===== src/rtl/core/kvl_pkg.sv =====
package kvl_pkg;

    localparam int MaxKeys   = 64;
    localparam int FracBits  = 16;
    localparam int SlotW     = 6;
    localparam int CountW    = 7;
    localparam int DataW     = 32;
    localparam int CfgIdxW   = 1;

    localparam logic [CfgIdxW-1:0] CfgKeyCount = 1'd0;
    localparam logic [CfgIdxW-1:0] CfgEmptyDef = 1'd1;

    localparam logic OpWrite = 1'b0;
    localparam logic OpQuery = 1'b1;

    typedef struct packed {
        logic                operation;
        logic [SlotW-1:0]    key_slot;
        logic [DataW-1:0]    time_value;
        logic signed [DataW-1:0] key_x;
        logic signed [DataW-1:0] key_y;
        logic signed [DataW-1:0] key_z;
    } t_in_word;

    typedef struct packed {
        logic signed [DataW-1:0] out_x;
        logic signed [DataW-1:0] out_y;
        logic signed [DataW-1:0] out_z;
        logic [SlotW-1:0]        segment;
        logic                    clamped;
    } t_out_word;

    typedef enum logic [3:0] {
        S_IDLE,
        S_WRITE,
        S_SRCH_RD,
        S_SRCH_CMP,
        S_LOAD_SEG,
        S_SEG_WAIT,
        S_DIV,
        S_BLEND_RD,
        S_BLEND_MUL,
        S_BLEND_ADD,
        S_OUT
    } t_state;

    typedef struct packed {
        logic             latch_in;
        logic             do_write;
        logic             srch_cmp;
        logic             load_seg;
        logic             div_start;
        logic             div_step;
        logic             blend_rd;
        logic             blend_mul;
        logic             blend_add;
        logic             out_load;
        logic [1:0]       comp;
    } t_cmd;

    typedef struct packed {
        logic is_query;
        logic search_done;
        logic div_done;
        logic trivial;
    } t_status;

endpackage


===== src/rtl/core/kvl_ctrl.sv =====
module kvl_ctrl (
    input  logic             i_clk,
    input  logic             i_rst_n,
    input  logic             i_in_valid,
    output logic             o_in_ready,
    output logic             o_out_valid,
    input  logic             i_out_ready,
    input  kvl_pkg::t_status i_status,
    output kvl_pkg::t_cmd    o_cmd
);
    kvl_pkg::t_state r_state, n_state;
    logic [1:0] r_comp, n_comp;
    logic       r_out_valid;

    always_ff @(posedge i_clk) begin
        if (!i_rst_n) begin
            r_state <= kvl_pkg::S_IDLE;
            r_comp <= 2'd0;
            r_out_valid <= 1'b0;
        end else begin
            r_state <= n_state;
            r_comp <= n_comp;
            if (o_cmd.out_load) r_out_valid <= 1'b1;
            else if (i_out_ready) r_out_valid <= 1'b0;
        end
    end

    assign o_out_valid = r_out_valid;

    always_comb begin
        n_state = r_state;
        n_comp = r_comp;
        case (r_state)
            kvl_pkg::S_IDLE:
                if (i_in_valid) n_state = kvl_pkg::S_WRITE;
            kvl_pkg::S_WRITE: begin
                n_comp = 2'd0;
                if (!i_status.is_query) n_state = kvl_pkg::S_IDLE;
                else if (i_status.trivial) n_state = kvl_pkg::S_OUT;
                else n_state = kvl_pkg::S_SRCH_RD;
            end
            kvl_pkg::S_SRCH_RD: n_state = kvl_pkg::S_SRCH_CMP;
            kvl_pkg::S_SRCH_CMP:
                n_state = i_status.search_done ? kvl_pkg::S_LOAD_SEG : kvl_pkg::S_SRCH_RD;
            kvl_pkg::S_LOAD_SEG: n_state = kvl_pkg::S_SEG_WAIT;
            kvl_pkg::S_SEG_WAIT: n_state = kvl_pkg::S_DIV;
            kvl_pkg::S_DIV:
                if (i_status.div_done) n_state = kvl_pkg::S_BLEND_RD;
            kvl_pkg::S_BLEND_RD: n_state = kvl_pkg::S_BLEND_MUL;
            kvl_pkg::S_BLEND_MUL: n_state = kvl_pkg::S_BLEND_ADD;
            kvl_pkg::S_BLEND_ADD: begin
                n_comp = r_comp + 2'd1;
                n_state = (r_comp == 2'd2) ? kvl_pkg::S_OUT : kvl_pkg::S_BLEND_RD;
            end
            kvl_pkg::S_OUT:
                if (!r_out_valid || i_out_ready) n_state = kvl_pkg::S_IDLE;
            default: n_state = kvl_pkg::S_IDLE;
        endcase
    end

    always_comb begin
        o_cmd = '0;
        o_cmd.comp = r_comp;
        o_in_ready = 1'b0;
        case (r_state)
            kvl_pkg::S_IDLE: begin
                o_in_ready = 1'b1;
                o_cmd.latch_in = i_in_valid;
            end
            kvl_pkg::S_WRITE: begin
                o_cmd.do_write = !i_status.is_query;
            end
            kvl_pkg::S_SRCH_RD: ;
            kvl_pkg::S_SRCH_CMP: o_cmd.srch_cmp = 1'b1;
            kvl_pkg::S_LOAD_SEG: o_cmd.load_seg = 1'b1;
            kvl_pkg::S_SEG_WAIT: o_cmd.div_start = 1'b1;
            kvl_pkg::S_DIV: o_cmd.div_step = 1'b1;
            kvl_pkg::S_BLEND_RD: o_cmd.blend_rd = 1'b1;
            kvl_pkg::S_BLEND_MUL: o_cmd.blend_mul = 1'b1;
            kvl_pkg::S_BLEND_ADD: o_cmd.blend_add = 1'b1;
            kvl_pkg::S_OUT: o_cmd.out_load = !r_out_valid || i_out_ready;
            default: ;
        endcase
    end

    a_ready_idle: assert property (@(posedge i_clk) disable iff (!i_rst_n)
        o_in_ready |-> (r_state == kvl_pkg::S_IDLE)) else $error("ready outside idle");
    a_out_hold: assert property (@(posedge i_clk) disable iff (!i_rst_n)
        (o_out_valid && !i_out_ready) |=> o_out_valid) else $error("result dropped");
    a_comp_range: assert property (@(posedge i_clk) disable iff (!i_rst_n)
        r_comp != 2'd3 || r_state == kvl_pkg::S_OUT || r_state == kvl_pkg::S_IDLE
        || r_state == kvl_pkg::S_WRITE)
        else $error("component counter overrun");
endmodule


===== config.mk =====
export PLATFORM = sky130hd
export DESIGN_NAME = kvl_ctrl
export DESIGN_NICKNAME = d
export VERILOG_FILES = /design/src/rtl/core/kvl_pkg.sv /design/src/rtl/core/kvl_ctrl.sv
export SDC_FILE = /design/constraint.sdc
export NUM_CORES = 1
export LEC_CHECK = 0
export ABC_CLOCK_PERIOD_IN_PS = 1700
export BUFFER_PORTS_ARGS = -buffer_cell sky130_fd_sc_hd__buf_2
export CELL_PAD_IN_SITES_DETAIL_PLACEMENT = 0
export CELL_PAD_IN_SITES_GLOBAL_PLACEMENT = 1
export CORE_ASPECT_RATIO = 0.9
export CORE_UTILIZATION = 32
export CTS_CLUSTER_DIAMETER = 120
export DETAILED_ROUTE_END_ITERATION = 10
export GPL_ROUTABILITY_DRIVEN = 0
export PLACE_DENSITY_LB_ADDON = 0.1
export SLEW_MARGIN = 20
export SYNTH_ARGS = -nofsm -noshare
export SYNTH_HDL_FRONTEND = slang
export SYNTH_SLANG_ARGS = --single-unit

===== constraint.sdc =====
create_clock -name i_clk -period 1.7 [get_ports i_clk]
set_input_delay 0.255 -clock i_clk [delete_from_list [all_inputs] [get_ports i_clk]]
set_output_delay 0.255 -clock i_clk [all_outputs]
set_load 0.01 [all_outputs]

# ---- Yosys cells after proc, flatten, opt, wreduce, memory -nomap -nowiden
# Index checks and enable logic that the tools add are counted.
dict set report op_classes {
  n_addsub 1
  eq_ne 14
  mux 22
  reduce_logical 7
}
# op n
set op_table {}
lappend op_table {{4-bit case mux with 11 select lines} 1}
lappend op_table {{4-bit two-way mux} 6}
lappend op_table {{4-bit by 3-bit == test with 1-bit output (second input constant)} 4}
lappend op_table {{1-bit two-way mux} 13}
lappend op_table {{4-bit == test (second input constant)} 3}
lappend op_table {{4-bit by 2-bit == test with 1-bit output (second input constant)} 2}
lappend op_table {{2-bit != test (second input constant)} 3}
lappend op_table {{4-bit by 1-bit == test with 1-bit output (second input constant)} 1}
lappend op_table {{4-bit logical NOT} 1}
lappend op_table {{2-bit case mux with 2 select lines} 1}
lappend op_table {{2-bit nonzero test} 2}
lappend op_table {{3-bit two-way mux} 1}
lappend op_table {{3-bit AND reduction} 1}
lappend op_table {{2-bit by 1-bit adder with 2-bit output (second input constant)} 1}
lappend op_table {{2-bit == test (second input constant)} 1}
lappend op_table {{1-bit logical NOT} 2}
lappend op_table {{1-bit logical OR} 1}
dict set report totals {
  ff_bits 7
  output_inout_bits 14
}

# ---- Longest topological paths before layout
# Gate-level depths: netlist of the first run.
dict set report logic_depth {
  ltp_word 4
  depth_mapped 6
  ltp_nobuf 6
}

# ---- Worst setup path before layout of the first run
# No wires, ideal clock.
dict set report synth_path {
  kind {register to output}
  startpoint {register r_state[3]}
  endpoint {output port o_cmd[11] (netlist name)}
  arrival_time_ns 1.210
  path_slack_ns 0.235
  stages_incl_launch_ff 4
  n_path_buf 1
  cell_sequence {dfxtp_1 > buf_2 > nor4_1 > and2_1}
}
# element line_no
set synth_lines {}
lappend synth_lines {{from (decl)} kvl_ctrl.sv:11} ;# kvl_pkg::t_state r_state, n_state;
lappend synth_lines {{from (signal assigned)} kvl_ctrl.sv:17} ;# r_state <= kvl_pkg::S_IDLE;
lappend synth_lines {{from (signal assigned)} kvl_ctrl.sv:21} ;# r_state <= n_state;
lappend synth_lines {{to (decl)} kvl_ctrl.sv:9} ;# output kvl_pkg::t_cmd o_cmd

==> run_results.csv, run 1 <==
group,metric,value,unit
global_route,grt_pass1_vias,418,
sta,worst_pin_slew,0.289,ns
layout,nets,103,
cts,cts.sinks,7,
sta,period_share,0.974,
floorplan,die_h,40.9,um
critical_path,arrival,1.40,ns
cts,htree_num_levels,1,
pwr,p_sw_frac,0.299,
global_route,grt_max_degree,13,
critical_path,r2r_cells,5,
critical_path,crit_family,"simple AND/OR/NAND/NOR gates",
logic_synthesis,syn_inst,62,
layout,layout-drive-gt1-share,0.516,
pwr,power.switching,0.000142,W
pwr,power_density,615,mW/mm2
placed_design,hpwl,957,um
detailed_routing,drtPass1Iterations,3,
logic_synthesis,avgSynthCellArea,8.68,um2
pwr,ir_drop,0.310,mV
placed_design,post-place-ws,0.196,ns
floorplan,core,0.00151,mm2
logic_synthesis,synth_area_leaders,"dfxtp_1, nand2b_4, o2bb2ai_4",
logic_synthesis,ys_warn_count,0,
cts,cts_buffer_depth,2,
floorplan,std_cell_rows,13,
sta,setup_ws,0.0445,ns
logic_synthesis,synth.top_cell.area_share,0.260,
logic_synthesis,ys_ff_latch,7,
critical_path,crit_buf_inv,2,
logic_synthesis,ys_types,31,
critical_path,max_stage_delay,0.41,ns
detailed_routing,drt_iter0_drc,4,
critical_path,ff2ff_setup_slack,0.31,ns
critical_path,cp_slowest_cell,"or3b_4",
logic_synthesis,synth_xor_area_frac,0,
cts,insertion_delay,0.25,ns
sta,setup_viol,0,
critical_path,path_class,"register to output pin",
critical_path,cp_max_fo,5,
run,drv_cap,0,
worst_hold_path,hold_depth,2,
placed_design,port_buffers,21,
sta,hold_violations,0,
logic_synthesis,synth_mux_area_frac,0,
logic_synthesis,synth_nets,71,
critical_path,crit_required,1.44,ns
critical_path,timing.rr.start,"r_state[0]",
floorplan,start_util,0.356,
worst_hold_path,whs_endpoint,"r_state[3]",
global_route,grt_pass1_wl,1880,um
worst_hold_path,min_from,"i_rst_n",
sta,post-route-min-period,1.66,ns
cts,ctsHoldBuffers,0,
pwr,p_comb_frac,0.286,
detailed_routing,totalWireLength,1360,um
sta,drv_slew,0,
logic_synthesis,synth_largest_area_cell,"dfxtp_1",
sta,maxSlewHeadroom,0.806,
critical_path,worstPathCellList,"buf_4, or3b_4, nor2b_1, buf_2",
sta,fin_skew,0.00747,ns
logic_synthesis,synth_ff_type,"dfxtp_1",
worst_hold_path,hp-class,"input pin to register",
logic_synthesis,synth_compound_area_frac,0.240,
critical_path,cp-start-kind,"register",
floorplan,boundaryPins,22,
logic_synthesis,ys_seq_area_frac,0.260,
layout,antennaDiodeCount,0,
detailed_routing,via_per_inst,4.75,
cts,cts_buffers,3,
critical_path,reg2reg_to,"r_state[1]",
global_route,grt_antenna_before_repair,0,
logic_synthesis,synth-edff-count,0,
logic_synthesis,ys_async_sr_fraction,0,
pwr,p_clk_frac,0.330,
pwr,power_frac_seq,0.384,
layout,final_cells,115,
sta,max_freq,604,MHz
critical_path,endpoint_kind,"output pin",
global_route,track_usage,0.154,
placed_design,place_inst,105,
detailed_routing,ant_nets,0,
detailed_routing,wl_per_cell,11.8,um
layout,areaGrowthSynthToFinish,43.0,%
detailed_routing,drc,0,
logic_synthesis,synth_top_family_by_area,"simple AND/OR/NAND/NOR gates",
logic_synthesis,yosys.area_share.simple,0.402,
cts,cts_tree,"yes",
floorplan,die_w,45.2,um
pwr,p_int,0.000332,W
cts,root_buffer,"clkbuf_4",
logic_synthesis,syn-cell-area,538,um2
detailed_routing,vias,546,
logic_synthesis,synthAdderAreaFrac,0.0233,
pwr,p_leak,0.333,nW
floorplan,die-area,0.00185,mm2
cts,clkTransAtPathRegs,0.06,ns
global_route,overflow,0,
run_status,status,"finished, final reports clean",
-- worst reg2reg max path, cell delays in order (launching register included) --
cell       delay [ns]
dfxtp_4          0.35
buf_4            0.15
or3b_4           0.41
buf_4            0.15
o2bb2ai_4        0.15
o2bb2ai_2        0.11
-- flip-flops by register name, summed over array words and instances, names as in the netlist --
name	flops
r_comp	2
r_state	4
o_out_valid	1
-- power groups by stage --
stage / Clock (W) / Combinational [W] / Sequential [W]
floorplan: 0 / 0.0000770 / 0.000180
global placement: 0 / 0.000105 / 0.000189
detailed placement: 0 / 0.000105 / 0.000190
CTS: 0.000163 / 0.000106 / 0.000187
global route: 0.000175 / 0.000146 / 0.000183
finish: 0.000156 / 0.000135 / 0.000182
-- layer usage --
layer	vias to the layer above	wire (um)	global-route usage
met3	2	58	0.0396
met4	0	17	0.114
li1	283	-	-
met5	-	0	0
met1	246	684	0.202
met2	15	602	0.217
-- per-stage QoR --
| step | cell area, um2 | util | hold WS (ns) | total power (W) | setup TNS [ns] |
|---|---|---|---|---|---|
| detailed placement | 672 | 0.444 | 0.484 | 0.000295 | 0 |
| CTS | 702 | 0.464 | 0.300 | 0.000456 | 0 |
| global placement | 672 | 0.444 | 0.475 | 0.000295 | 0 |
| finish | 769 | 0.509 | 0.317 | 0.000473 | 0 |
| floorplan | 538 | - | 0.363 | 0.000257 | 0 |
| global route | 769 | 0.509 | 0.311 | 0.000504 | -0.0116 |
-- logic make-up (layout without fill, tap and decap cells) --
group	Yosys count	after routing
AO/OA/AOI/OAI	15	15
adder cells (fa/ha/maj)	1	1
buffers and inverters	7	38
flip-flops	7	7
AND/OR/NAND/NOR	32	32
-- worst max-delay path by stage --
stage                     from  slack (ns)   endpoint  depth (start not counted)
global placement    r_state[0]        0.22  o_cmd[10]                          3
CTS                 r_state[2]       0.003   o_cmd[2]                          4
detailed placement  r_state[0]        0.20  o_cmd[10]                          3
global route        r_state[2]       -0.01   o_cmd[2]                          4
floorplan           r_state[3]        0.24  o_cmd[11]                          3
finish              r_state[0]        0.04   o_cmd[2]                          4
-- Yosys cell counts (2+ instances only) --
library cell	count
or3b_4	2
nor3_1	4
dfxtp_1	7
nand2_1	3
nor2b_1	4
nand2b_1	4
nand2b_4	2
buf_2	2
nor3b_1	2
a211oi_1	2
inv_1	3
a21oi_1	3
o21ai_0	2
nor2_1	5
-- timing repair --
| action | 4_1_cts | 5_1_grt |
|---|---|---|
| setup endpoints to repair | 3 | 5 |
| gates resized for setup | 3 | 5 |
| setup buffers | 0 | 6 |
| pin swaps | 0 | 1 |
| gates cloned | 0 | 0 |
-- placed cells by master (no fill, tap or decap), drive strengths merged --
master | netlist | final
o21ai | 2 | 2
and2 | 1 | 1
a211oi | 2 | 2
o2bb2ai | 3 | 3
a31oi | 1 | 1
inv | 3 | 3
or3b | 2 | 2
nor2 | 5 | 5
nor3b | 3 | 3
nand2b | 6 | 6
nand2 | 3 | 3
ha | 1 | 1
clkbuf | 1 | 4
a21boi | 2 | 2
o21a | 1 | 1
buf | 3 | 31
or2b | 1 | 1
nor2b | 4 | 4
dfxtp | 7 | 7
and4bb | 1 | 1
nor4 | 1 | 1
a21oi | 3 | 3
a221oi | 1 | 1
nand3 | 1 | 1
nor3 | 4 | 4
-- final cells by class --
cell class	count	area, um2
Clock buffer	4	26.3
Fill cell	157	743
Inverter	3	11.3
Multi-Input combinational cell	48	375
Sequential cell	7	149
Tap cell	22	27.5
Timing Repair Buffer	31	180
No activity file was read; power rests on OpenSTA's default activity.
==> inputs of run 2 (changes only) <==
--- a/config.mk
+++ b/config.mk
@@ -11,6 +11,7 @@
 export CELL_PAD_IN_SITES_GLOBAL_PLACEMENT = 1
 export CORE_ASPECT_RATIO = 0.9
 export CORE_UTILIZATION = 32
+export CTS_BUF_LIST = sky130_fd_sc_hd__clkbuf_4 sky130_fd_sc_hd__clkbuf_8 sky130_fd_sc_hd__clkbuf_16
 export CTS_CLUSTER_DIAMETER = 120
 export DETAILED_ROUTE_END_ITERATION = 10
 export GPL_ROUTABILITY_DRIVEN = 0
==> run_results.csv, run 2 (synthesis gave the netlist of run 1 again) <==
group,metric,value,unit
critical_path,max_stage_delay,0.41,ns
layout,areaGrowthSynthToFinish,43.7,%
detailed_routing,drtPass1Iterations,4,
global_route,grt_antenna_before_repair,0,
pwr,power_density,631,mW/mm2
run_status,status,"finished, final reports clean",
cts,cts.sinks,7,
layout,most-common-layout-cells,"buf_2, buf_4, nor2_1",
placed_design,hpwl,957,um
cts,insertion_delay,0.25,ns
sta,fin_skew,0.00680,ns
detailed_routing,drc,0,
critical_path,path_class,"register to output pin",
cts,cts_buffer_depth,2,
layout,antennaDiodeCount,0,
floorplan,boundaryPins,22,
layout,final_common_cell,"buf_2",
detailed_routing,drt_iter0_drc,4,
layout,finalCoreUtilization,0.511,
layout,nets,103,
pwr,p_leak,0.336,nW
detailed_routing,wl_per_cell,11.8,um
sta,setup_viol,0,
sta,hold_ws,0.317,ns
global_route,overflow,0,
floorplan,std_cell_rows,13,
detailed_routing,vias,542,
critical_path,crit_required,1.44,ns
sta,max_freq,605,MHz
worst_hold_path,hp-class,"input pin to register",
cts,clkTransAtPathRegs,0.06,ns
floorplan,die_h,40.9,um
global_route,grt_pass1_vias,417,
critical_path,cp_max_fo,5,
floorplan,die_w,45.2,um
critical_path,cp-start-kind,"register",
sta,post-route-min-period,1.65,ns
global_route,track_usage,0.154,
floorplan,die-area,0.00185,mm2
detailed_routing,totalWireLength,1360,um
cts,cts_buffers,3,
global_route,grt_max_degree,13,
sta,maxSlewHeadroom,0.806,
floorplan,core,0.00151,mm2
floorplan,start_util,0.356,
detailed_routing,ant_nets,0,
placed_design,port_buffers,21,
layout,num-fill-cells,157,
sta,period_share,0.973,
cts,htree_num_levels,1,
layout,max_flop_register,"r_state",
critical_path,arrival,1.40,ns
pwr,ir_drop,0.310,mV
critical_path,crit_buf_inv,2,
critical_path,cp_slowest_cell,"or3b_4",
critical_path,worstPathCellList,"buf_4, or3b_4, nor2b_1, buf_2",
cts,root_buffer,"clkbuf_4",
sta,drv_slew,0,
critical_path,endpoint_kind,"output pin",
run,drv_cap,0,
global_route,grt_pass1_wl,1880,um
sta,hold_violations,0,
cts,cts_tree,"yes",
sta,worst_pin_slew,0.289,ns
layout,largest_reg_flops,4,
critical_path,crit_family,"simple AND/OR/NAND/NOR gates",
layout,layout-drive-gt1-share,0.527,
detailed_routing,via_per_inst,4.71,
[run 2: final cells by class]
type	instances	area (um2)	share of cell area
clock buffer	4	30.0	0.0388
timing repair buffer	31	180	0.233
tap	22	27.5	0.0356
sequential	7	149	0.193
multi-input combinational	48	375	0.485
inverter	3	11.3	0.0146
[run 2: metal layers]
layer | vias to the layer above | routed length [um] | track usage
met5 | - | 0 | 0
met3 | 2 | 58 | 0.0396
met2 | 15 | 597 | 0.217
met1 | 243 | 687 | 0.202
li1 | 282 | - | -
met4 | 0 | 17 | 0.114
[run 2: power by group]
group | total, W | switching, W | internal (W)
Combinational | 0.000135 | 0.0000646 | 0.0000707
Clock | 0.000171 | 0.0000655 | 0.000106
Sequential | 0.000182 | 0.0000105 | 0.000171
[run 2: what timing repair did]
| item | 4_1_cts | 5_1_grt |
|---|---|---|
| resized for setup | 3 | 5 |
| pin swaps | 0 | 1 |
| setup buffers | 0 | 6 |
| endpoints found under the setup margin | 3 | 5 |
| hold buffers | 0 | 0 |
[run 2: metrics by stage]
stage | setup TNS, ns | instances | area [um2] | power [W] | worst slack, ns
after floorplan | 0 | 62 | 538 | 0.000257 | 0.235
after global placement | 0 | 105 | 672 | 0.000295 | 0.221
after detailed placement | 0 | 105 | 672 | 0.000295 | 0.196
after CTS | 0 | 109 | 706 | 0.000470 | 0.00679
after global routing | -0.0107 | 115 | 773 | 0.000520 | -0.0107
final | 0 | 115 | 773 | 0.000488 | 0.0466
[run 2: worst paths after layout]
path	start	to	slack, ns	cells past startpoint
worst max-delay path	r_state[0]	o_cmd[2]	0.05	4
worst min-delay path	i_rst_n	r_state[3]	0.32	2
worst max register to register	r_state[0]	r_state[1]	0.31	5
worst min register to register	r_comp[0]	r_comp[0]	0.49	2
